--- src/hdl/strb_pkg.sv ---
// Shared types and constants of the sequenced trace ring buffer.
// No dependencies; used by every module of the block.
package strb_pkg;

   localparam int DEFAULT_DEPTH         = 32;
   localparam int DEFAULT_PAYLOAD_WIDTH = 32;
   localparam int SEQ_W                 = 32;
   localparam int CNT_W                 = 7;
   localparam logic [CNT_W-1:0] CAPACITY_RESET = 7'd32;

   localparam logic CMD_APPEND  = 1'b0;
   localparam logic CMD_COLLECT = 1'b1;

   localparam logic [1:0] KIND_ACK    = 2'd0;
   localparam logic [1:0] KIND_SAMPLE = 2'd1;
   localparam logic [1:0] KIND_NONE   = 2'd2;

   typedef struct packed {
      logic             cmd;
      logic [31:0]      sample_payload;
      logic [31:0]      after_seq;
      logic [CNT_W-1:0] max_out;
   } strb_req_type;

   typedef struct packed {
      logic [1:0]       reply_kind;
      logic [31:0]      seq_number;
      logic [31:0]      payload_out;
      logic             is_last;
      logic [CNT_W-1:0] stored_count;
      logic [31:0]      overwrite_total;
      logic [31:0]      oldest_seq;
      logic [31:0]      newest_seq;
      logic [CNT_W-1:0] copied_so_far;
   } strb_rsp_type;

endpackage

--- src/hdl/sequenced_trace_ring_buffer_core.sv ---
// Top level of the sequenced trace ring buffer.
// Depends on strb_pkg and strb_store.
//
// Requests enter on start/req_data and are taken at an edge where start is
// high and busy is low. Replies leave on rsp_valid/rsp_data, one cycle each;
// the receiver cannot hold them off, so none is ever stalled.
// An append is written to the entry memory in the cycle it is taken and is
// acknowledged in the next cycle; busy stays low, so appends go at one per
// cycle. A collect raises busy and walks the held entries from the oldest,
// one memory read per cycle (the single read port sets that pace). Samples
// pass through the memory read register and are each held back one step so
// that the final one can carry is_last. The last reply shows in the first
// cycle with busy low. The capacity register is written through
// csr_write_en/csr_write_data and clears the ring; reset sets capacity 32
// and clears the ring too. The memory itself is never cleared: only entries
// written since are read.
// Status fields of each reply follow the buffer state after the request.
module sequenced_trace_ring_buffer_core import strb_pkg::*; #(
   parameter int DEPTH         = DEFAULT_DEPTH,
   parameter int PAYLOAD_WIDTH = DEFAULT_PAYLOAD_WIDTH
) (
   input  logic             clock,
   input  logic             reset,
   input  logic             start,
   output logic             busy,
   input  strb_req_type     req_data,
   output logic             rsp_valid,
   output strb_rsp_type     rsp_data,
   input  logic             csr_write_en,
   input  logic [CNT_W-1:0] csr_write_data
);

   localparam int AW      = DEPTH > 1 ? $clog2(DEPTH) : 1;
   localparam int ENTRY_W = SEQ_W + PAYLOAD_WIDTH;

   typedef enum logic [2:0] {
      ST_IDLE  = 3'b001,
      ST_SCAN  = 3'b010,
      ST_FLUSH = 3'b100
   } state_type;

   state_type        state_ff, state_in;
   logic [CNT_W-1:0] cap_ff, cap_in;
   logic [AW-1:0]    wp_ff, wp_in;
   logic [CNT_W-1:0] held_ff, held_in;
   logic [SEQ_W-1:0] ovw_ff, ovw_in;
   logic [SEQ_W-1:0] next_seq_ff, next_seq_in;

   logic [AW-1:0]    slot_ff, slot_in;
   logic [CNT_W-1:0] scan_cnt_ff, scan_cnt_in;
   logic [CNT_W-1:0] hits_ff, hits_in;
   logic [SEQ_W-1:0] after_ff, after_in;
   logic [CNT_W-1:0] max_ff, max_in;
   logic             rd_pend_ff, rd_pend_in;
   logic             pend_valid_ff, pend_valid_in;
   logic [SEQ_W-1:0] pend_seq_ff, pend_seq_in;
   logic [PAYLOAD_WIDTH-1:0] pend_pay_ff, pend_pay_in;

   logic             rsp_valid_ff, rsp_valid_in;
   logic [1:0]       kind_ff, kind_in;
   logic [SEQ_W-1:0] seq_ff, seq_in;
   logic [31:0]      pay_ff, pay_in;
   logic             last_ff, last_in;
   logic [CNT_W-1:0] copied_ff, copied_in;

   logic [CNT_W-1:0]   ring;
   logic               ring_full;
   logic               accept;
   logic               do_append;
   logic               issue;
   logic               hit;
   logic [CNT_W-1:0]   wp_inc;
   logic [CNT_W-1:0]   slot_inc;
   logic [ENTRY_W-1:0] rd_data;
   logic [SEQ_W-1:0]   rd_seq;
   logic [PAYLOAD_WIDTH-1:0] rd_pay;

   // Ring size saturates at the memory depth.
   assign ring      = (cap_ff > CNT_W'(DEPTH)) ? CNT_W'(DEPTH) : cap_ff;
   assign ring_full = held_ff >= ring;
   assign accept    = start && (state_ff == ST_IDLE);
   assign do_append = accept && (req_data.cmd == CMD_APPEND) && (ring != '0);
   assign wp_inc    = CNT_W'(wp_ff) + CNT_W'(1);
   assign slot_inc  = CNT_W'(slot_ff) + CNT_W'(1);

   assign issue = (state_ff == ST_SCAN) && (scan_cnt_ff < held_ff) && (hits_ff < max_ff);
   assign rd_seq = rd_data[ENTRY_W-1:PAYLOAD_WIDTH];
   assign rd_pay = rd_data[PAYLOAD_WIDTH-1:0];
   assign hit    = rd_pend_ff && (rd_seq > after_ff) && (hits_ff < max_ff);

   strb_store #(
      .DEPTH (DEPTH),
      .WIDTH (ENTRY_W)
   ) u_store (
      .clock   (clock),
      .wr_en   (do_append),
      .wr_addr (wp_ff),
      .wr_data ({next_seq_ff, req_data.sample_payload[PAYLOAD_WIDTH-1:0]}),
      .rd_en   (issue),
      .rd_addr (slot_ff),
      .rd_data (rd_data)
   );

   always_comb begin
      state_in      = state_ff;
      cap_in        = cap_ff;
      wp_in         = wp_ff;
      held_in       = held_ff;
      ovw_in        = ovw_ff;
      next_seq_in   = next_seq_ff;
      slot_in       = slot_ff;
      scan_cnt_in   = scan_cnt_ff;
      hits_in       = hits_ff;
      after_in      = after_ff;
      max_in        = max_ff;
      rd_pend_in    = issue;
      pend_valid_in = pend_valid_ff;
      pend_seq_in   = pend_seq_ff;
      pend_pay_in   = pend_pay_ff;
      rsp_valid_in  = 1'b0;
      kind_in       = kind_ff;
      seq_in        = seq_ff;
      pay_in        = pay_ff;
      last_in       = last_ff;
      copied_in     = copied_ff;

      unique case (state_ff)
         ST_IDLE: begin
            if (accept) begin
               if (req_data.cmd == CMD_APPEND) begin
                  rsp_valid_in = 1'b1;
                  kind_in      = KIND_ACK;
                  seq_in       = (ring != '0) ? next_seq_ff : '0;
                  pay_in       = '0;
                  last_in      = 1'b1;
                  copied_in    = '0;
                  if (do_append) begin
                     next_seq_in = next_seq_ff + SEQ_W'(1);
                     wp_in       = (wp_inc == ring) ? '0 : wp_inc[AW-1:0];
                     if (ring_full) begin
                        ovw_in = ovw_ff + SEQ_W'(1);
                     end else begin
                        held_in = held_ff + CNT_W'(1);
                     end
                  end
               end else begin
                  state_in      = ST_SCAN;
                  slot_in       = ring_full ? wp_ff : '0;
                  scan_cnt_in   = '0;
                  hits_in       = '0;
                  after_in      = req_data.after_seq;
                  max_in        = req_data.max_out;
                  pend_valid_in = 1'b0;
               end
            end
         end
         ST_SCAN: begin
            if (issue) begin
               scan_cnt_in = scan_cnt_ff + CNT_W'(1);
               slot_in     = (slot_inc == ring) ? '0 : slot_inc[AW-1:0];
            end
            if (hit) begin
               // A new match releases the one held back: it cannot be last.
               if (pend_valid_ff) begin
                  rsp_valid_in = 1'b1;
                  kind_in      = KIND_SAMPLE;
                  seq_in       = pend_seq_ff;
                  pay_in       = 32'(pend_pay_ff);
                  last_in      = 1'b0;
                  copied_in    = hits_ff;
               end
               hits_in       = hits_ff + CNT_W'(1);
               pend_valid_in = 1'b1;
               pend_seq_in   = rd_seq;
               pend_pay_in   = rd_pay;
            end
            if (!issue && !rd_pend_ff) begin
               state_in = ST_FLUSH;
            end
         end
         ST_FLUSH: begin
            state_in     = ST_IDLE;
            rsp_valid_in = 1'b1;
            last_in      = 1'b1;
            if (pend_valid_ff) begin
               kind_in   = KIND_SAMPLE;
               seq_in    = pend_seq_ff;
               pay_in    = 32'(pend_pay_ff);
               copied_in = hits_ff;
            end else begin
               kind_in   = KIND_NONE;
               seq_in    = '0;
               pay_in    = '0;
               copied_in = '0;
            end
         end
         default: begin
            state_in = ST_IDLE;
         end
      endcase

      // Capacity write re-inits ring; write only while idle, unchecked.
      if (csr_write_en) begin
         cap_in      = csr_write_data;
         wp_in       = '0;
         held_in     = '0;
         ovw_in      = '0;
         next_seq_in = SEQ_W'(1);
      end
   end

   always_ff @(posedge clock) begin
      if (reset) begin
         state_ff      <= ST_IDLE;
         cap_ff        <= CAPACITY_RESET;
         wp_ff         <= '0;
         held_ff       <= '0;
         ovw_ff        <= '0;
         next_seq_ff   <= SEQ_W'(1);
         rd_pend_ff    <= 1'b0;
         pend_valid_ff <= 1'b0;
         rsp_valid_ff  <= 1'b0;
         scan_cnt_ff   <= '0;
         hits_ff       <= '0;
      end else begin
         state_ff      <= state_in;
         cap_ff        <= cap_in;
         wp_ff         <= wp_in;
         held_ff       <= held_in;
         ovw_ff        <= ovw_in;
         next_seq_ff   <= next_seq_in;
         rd_pend_ff    <= rd_pend_in;
         pend_valid_ff <= pend_valid_in;
         rsp_valid_ff  <= rsp_valid_in;
         scan_cnt_ff   <= scan_cnt_in;
         hits_ff       <= hits_in;
      end
   end

   always_ff @(posedge clock) begin
      slot_ff     <= slot_in;
      after_ff    <= after_in;
      max_ff      <= max_in;
      pend_seq_ff <= pend_seq_in;
      pend_pay_ff <= pend_pay_in;
      kind_ff     <= kind_in;
      seq_ff      <= seq_in;
      pay_ff      <= pay_in;
      last_ff     <= last_in;
      copied_ff   <= copied_in;
   end

   // Held sequences are consecutive, so oldest and newest follow from the
   // next sequence and the fill level without a memory read.
   always_comb begin
      rsp_data.reply_kind      = kind_ff;
      rsp_data.seq_number      = seq_ff;
      rsp_data.payload_out     = pay_ff;
      rsp_data.is_last         = last_ff;
      rsp_data.stored_count    = held_ff;
      rsp_data.overwrite_total = ovw_ff;
      rsp_data.oldest_seq      = (held_ff != '0) ? next_seq_ff - SEQ_W'(held_ff) : '0;
      rsp_data.newest_seq      = (held_ff != '0) ? next_seq_ff - SEQ_W'(1) : '0;
      rsp_data.copied_so_far   = copied_ff;
   end

   assign rsp_valid = rsp_valid_ff;
   assign busy      = (state_ff != ST_IDLE);

endmodule

--- src/hdl/strb_store.sv ---
// Entry memory of the trace ring buffer: one write port, one registered read port.
// Depends on strb_pkg for default sizes.
module strb_store import strb_pkg::*; #(
   parameter int DEPTH = DEFAULT_DEPTH,
   parameter int WIDTH = SEQ_W + DEFAULT_PAYLOAD_WIDTH
) (
   input  logic                                clock,
   input  logic                                wr_en,
   input  logic [(DEPTH > 1 ? $clog2(DEPTH) : 1)-1:0] wr_addr,
   input  logic [WIDTH-1:0]                    wr_data,
   input  logic                                rd_en,
   input  logic [(DEPTH > 1 ? $clog2(DEPTH) : 1)-1:0] rd_addr,
   output logic [WIDTH-1:0]                    rd_data
);

   logic [WIDTH-1:0] mem [DEPTH];
   logic [WIDTH-1:0] rd_data_ff;

   always_ff @(posedge clock) begin
      if (wr_en) begin
         mem[wr_addr] <= wr_data;
      end
   end

   always_ff @(posedge clock) begin
      if (rd_en) begin
         rd_data_ff <= mem[rd_addr];
      end
   end

   assign rd_data = rd_data_ff;

endmodule

--- config.mk ---
export PLATFORM = sky130hd
export DESIGN_NAME = sequenced_trace_ring_buffer_core
export DESIGN_NICKNAME = d
export VERILOG_FILES = /design/src/hdl/strb_pkg.sv /design/src/hdl/sequenced_trace_ring_buffer_core.sv /design/src/hdl/strb_store.sv
export SDC_FILE = /design/constraint.sdc
export NUM_CORES = 2
export LEC_CHECK = 0
export BUFFER_PORTS_ARGS = -buffer_cell sky130_fd_sc_hd__buf_2
export CORE_UTILIZATION = 62
export CTS_CLUSTER_SIZE = 12
export DETAILED_ROUTE_END_ITERATION = 8
export PLACE_DENSITY = 0.79
export SKIP_LAST_GASP = 1
export SLEW_MARGIN = 20
export SYNTH_ARGS = -nofsm -noshare
export SYNTH_HDL_FRONTEND = slang
export SYNTH_SLANG_ARGS = --single-unit
export TNS_END_PERCENT = 5
--- constraint.sdc ---
create_clock -name clock -period 6.65 [get_ports clock]
set_input_delay 0.665 -clock clock [delete_from_list [all_inputs] [get_ports clock]]
set_output_delay 0.665 -clock clock [all_outputs]
set_load 0.02 [all_outputs]
[Word-level counts from Yosys, hierarchy flattened]
Memories as Yosys holds them, arrays and structs flattened. A register that Yosys moved wholly into a read port is not among the register bits.
Index checks and enable logic that the tools add are counted.
Cells by class
  $add $sub $neg: 9
  $lt $le $gt $ge: 5
  eq/ne operators: 13
  multiplexer cells: 61
  bitwise logic cells: 2
  reduce and logical (&&, ||, !) cells: 24
Operator list (count)
  32-bit two-way mux: 13
  32-bit one-hot mux with 3 select lines: 2
  7-bit two-way mux: 10
  32-bit by 1-bit adder with 32-bit output, second input constant: 2
  32-bit > comparator: 1
  32-bit by 1-bit subtractor with 32-bit output, second input constant: 1
  32-bit by 7-bit subtractor with 32-bit output: 1
  5-bit two-way mux: 6
  7-bit one-hot mux with 2 select lines: 2
  7-bit by 1-bit adder with 7-bit output, second input constant: 3
  7-bit one-hot mux with 3 select lines: 1
  5-bit AND reduction: 3
  6-bit by 7-bit == test with 1-bit output: 2
  7-bit less-than comparator: 2
  7-bit nonzero test: 2
  1-bit two-way mux: 13
  5-bit by 1-bit adder with 6-bit output, second input constant: 2
  2-bit inequality test, second input constant: 6
  4-bit AND reduction: 3
  2-bit two-way mux: 5
  5-bit one-hot mux with 2 select lines: 1
  3-bit two-way mux: 3
  1-bit logical AND: 8
  7-bit >= comparator: 1
  other kinds (17): 21
Storage, ports and cells
  register bits: 285
  memory bits (writable): 2048
  input port bits: 83
  output and inout port bits: 179
  logic and storage cells: 136
  memories kept: 1
Memories
  u_store.mem: words 32, width 64, read ports 1, clocked after memory_dff 1, write ports 1, line strb_store.sv:16  | logic [WIDTH-1:0] mem [DEPTH];

[Depth between registers and ports, before layout]
  word-level depth: 7
  gate-level depth with buffers: 13
  gate-level depth less buffers: 12

[Cells and area by module]
A second synthesis with hierarchy kept.
Second synthesis, totals
  cells, all modules: 4423
  area total of the unflattened synthesis: 93566.0 um^2
By module, submodules not included
  strb_store: instances 1, cells each 3096, area each 79626.4 um^2, sequential area each 63420.8 um^2
  sequenced_trace_ring_buffer_core: instances 1, cells each 1327, area each 13939.6 um^2, sequential area each 7527.2 um^2

[Least setup slack after synthesis]
OpenSTA, ideal clock, no wires.
  kind: in2reg
  from: input start
  to: memory u_store.mem[15][0] (netlist name) (enable)
  library setup time: 0.488 ns
  data arrival time: 4.455 ns
  data required time: 6.162 ns
  slack: 1.708 ns
  cell stages on the path: 5
  path buffers: 1
  cell sequence: nand4bb_1 -> a311oi_2 -> clkbuf_1 -> nand2_1 -> nor2_1
Between the ends
  longest elaborated chain between the ends: 5
RTL lines
  start, declared: line sequenced_trace_ring_buffer_core.sv:24  | input logic start,
  1-bit logical AND: line sequenced_trace_ring_buffer_core.sv:81  | assign accept = start && (state_ff == ST_IDLE);
  1-bit logical AND (2 in a row): line sequenced_trace_ring_buffer_core.sv:82  | assign do_append = accept && (req_data.cmd == CMD_APPEND) && (ring != '0);
  1-bit two-way mux: line strb_store.sv:20  | if (wr_en) begin
  1-bit two-way mux (implied by the code): line strb_store.sv:21  | mem[wr_addr] <= wr_data;
  end, declared: line strb_store.sv:16
Every way passes these cells.

==> metrics.md <==
| Metric | Value |
|---|---|
| Startpoint Class | `register` |
| Worst Skew | `approximately 0.044 ns` |
| Comb pwr share | `0.032` |
| Die Y | `a little under 400 µm` |
| Synth top area cells | `edfxtp_1 (73%), mux4_2 (6.4%), mux2i_1 (4.0%)` |
| Final Hold Fails | `0` |
| Final setup TNS | `0 ns` |
| Adder-cell area share of the yosys netlist | `0.00948` |
| Internal power | `23.4 mW` |
| Synth Area in XOR/XNOR | `0.0103` |
| Layout cells sized above 1 | `0.189` |
| Via/cell ratio | `approximately 6.7` |
| Layout Nets | `between 5k and 6k` |
| Syn Inst Count | `approximately 5.4k` |
| Max Freq | `about 190 MHz` |
| Layout area overhead | `12.1%` |
| Avg Synthesized Cell Area | `between 15 and 20 µm²` |
| Fin crit share | `0.786` |
| Status | `completed` |
| Largest net degree at the start of global routing | `between 100 and 150` |
| Worst EP required | `around 6 ns` |
| CORE AREA | `150000 µm²` |
| CP arrival | `roughly 4.6 ns` |
| Slew Viols, Final | `0` |
| Hold endpoint | `cap_ff[4]` |
| Element type at the critical path end | `output port` |
| Pre-Repair DR Iteration Count | `6` |
| GR Util All Layers | `0.304` |
| Worst Reg-to-Reg Cells | `8` |
| CTS tree | `built` |
| CP Class | `register to output port` |
| Count leader, synth | `edfxtp_1` |
| Total overflow reported by the global router | `0` |
| Initial antenna violation count | `6` |
| Drt drc | `0` |
| First DRT Iteration DRCs | `6852` |
| Hold_sp | `csr_write_data[4]` |
| Library cells used by synthesis | `75` |
| RR Endpoint | `pay_ff[23]` |
| Pwr/cell area | `about 280 nW/µm²` |
| R2R Setup Slk | `about 2 ns` |
| Slew @ Worst Pin | `~1.2 ns` |
| IO Pins | `approximately 260` |
| MaxCap Viol Count | `0` |
| Clock Latency Late Sink | `just under 0.9 ns` |
| RSZ-0062 raised after global routing | `no` |
| Register area share after synthesis | `0.751` |
| GPL Wtd Cong | `between 0.8 and 0.9` |
| LEAKAGE | `36.5 nW` |
| Simple-Gate Fraction of Synth Area | `0.0403` |
| Sw Share | `0.206` |
| Hold depth | `3` |
| Critical path peak fanout | `23` |
| First-pass GRT wire length | `338000 µm` |
| Post-DP HPWL | `approximately 120000 µm` |
| Vias in the first global route | `~52k` |
| Syn. warnings | `0` |
| Die Width | `392 µm` |
| Clk root buf | `clkbuf_16` |
| Worst hold slack | `0.0534 ns` |
| Synth Register Bits | `2397` |
| Compound-Gate Fraction of Synth Area | `0.0548` |
| Min Tclk post-route | `roughly 5.2 ns` |
| HP Class | `primary input to register` |
| Mapped Area | `between 90000 and 100000 µm²` |
| Via count | `~53k` |
| Most used DFF post-synth | `edfxtp_1` |
| Seq pwr share | `0.561` |
| Mux share of post-synthesis cell area | `0.119` |
| Total CTS buffers | `230` |
| Synth async-reset ratio | `0` |
| Most common library cells after synthesis | `edfxtp_1 (2294), mux2i_1 (378), nand2_1 (284)` |
| Starting Density | `0.628` |
| Worst r2r src | `u_store.rd_data[62]` |
| FP Rows | `~140` |
| Port Buf Inserts | `~260` |
| Post-synth top area cell | `edfxtp_1` |
| Clock share of power | `0.407` |
| Sw Pwr | `approximately 6.1 mW` |
| Rel. slew slack | `0.218` |
| Top-area cell type share of the netlist area | `0.729` |
| EDFF count, synth | `2294` |
| Die footprint | `roughly 150000 µm²` |
| Peak supply drop | `0.294 mV` |
| Fill count | `between 8k and 9k` |
| CTS clk-pin slew, worst paths | `0.06 ns` |
| Htree depth | `4` |
| Final wirelength | `234000 µm` |
| WL/cell | `between 20 and 30 µm` |
| Syn_nets | `between 5k and 6k` |
| Cts repair resizes | `0` |
| Largest family of logic cells by synthesized area | `multiplexers` |
| Setup-failing EPs final | `0` |
| Clock sink count | `2397` |
| Clk buf depth | `3` |
| Post-DRT Antenna Nets | `0` |
## metal layers
metal  up-vias  GRT usage  routed length [µm]
li1      22100          -                   -
met1     26800      0.422               88100
met2      3547      0.489              112000
met3       489     0.0555               25200
met4         4      0.107                7780
met5         -          0                  19
## registers in the layout, indices dropped and copies added (netlist names), 3 cells and up
register and flops:
scan_cnt_ff 7, held_ff 7, u_store.mem 2048, max_ff 7
after_ff 32, seq_ff 32, wp_ff 5, ovw_ff 32
hits_ff 7, copied_ff 7, pend_pay_ff 32, pend_seq_ff 32
state_ff 3, next_seq_ff 32, u_store.rd_data 64, slot_ff 5
pay_ff 32, cap_ff 7
## worst max-delay path, stage by stage (launching register included)
cell      delay, ns
dfxtp_1        0.72
buf_4          0.41
ha_1           0.29
nor2b_1        0.12
o21ai_0        0.19
a21boi_0       0.15
o21ai_0        0.27
a21oi_1        0.30
nor3_1         0.73
a311o_1        0.29
nand2_1        0.06
buf_2          0.15
## how the worst max path moves through the flow
stage	depth (start not counted)	from	endpoint
after floorplan	5	start	u_store.mem[15][0]
after global placement	8	u_store.rd_data[62]	pay_ff[5]
after detailed placement	8	u_store.rd_data[62]	pay_ff[7]
after CTS	11	next_seq_ff[1]	rsp_data[68]
after global routing	11	next_seq_ff[1]	rsp_data[68]
final	11	next_seq_ff[1]	rsp_data[68]
## metrics by stage
stage | setup WS (ns) | power (mW) | instances | util | area, µm²
finish | 1.42 | 29.4 | 7862 | 0.704 | 106000
CTS | 1.48 | 29.5 | 7860 | 0.704 | 106000
floorplan | 1.71 | 17.4 | 5356 | - | 94500
global placement | 1.73 | 17.7 | 7456 | 0.656 | 98700
detailed placement | 2.01 | 17.7 | 7458 | 0.656 | 98800
global route | 1.15 | 30.1 | 7862 | 0.704 | 106000
## placed cells by master (no fill, tap or decap), types with 121 or more instances in the layout
master     instances
a21oi_1          248
buf_2            261
clkbuf_16        230
edfxtp_1        2294
mux2_2           121
mux2i_1          378
mux4_2           270
nand2_1          283
nor2_1           216
o21ai_0          222
o221ai_1         182
## power groups by stage
stage               registers (mW)  clock network, mW  logic (mW)
floorplan                     16.8                  0       0.546
global placement              16.8                  0       0.895
detailed placement            16.8                  0       0.917
CTS                           16.5               12.1       0.946
global route                  16.5               12.6        1.02
finish                        16.5               12.0       0.953
## area by class of cell
cell class	instances	area [µm²]	share of cell area
Sequential cell	2397	70900	0.670
Multi-Input combinational cell	2587	22400	0.211
Clock buffer	313	6160	0.0581
Timing Repair Buffer	431	3080	0.0291
Tap cell	2016	2520	0.0238
Clock inverter	45	567	0.00535
Inverter	71	269	0.00254
Antenna cell	2	5.00	0.0000472
## repair_timing
action                     in CTS  in global routing
hold endpoints to repair       44                  0
setup endpoints to repair       0                  0
buffers inserted                0                  0
hold buffers                   44                  0
## kinds of logic after synthesis
| group | count (synthesis) |
|---|---|
| DFF | 2397 |
| AOI/OAI and AO/OA | 818 |
| and+or+nand+nor | 817 |
| muxes | 769 |
| buffers and inverters | 372 |
| xor gates and xnor gates | 111 |
| adders and majority gates | 71 |
| other | 1 |
No activity file was read; power rests on OpenSTA's default activity.
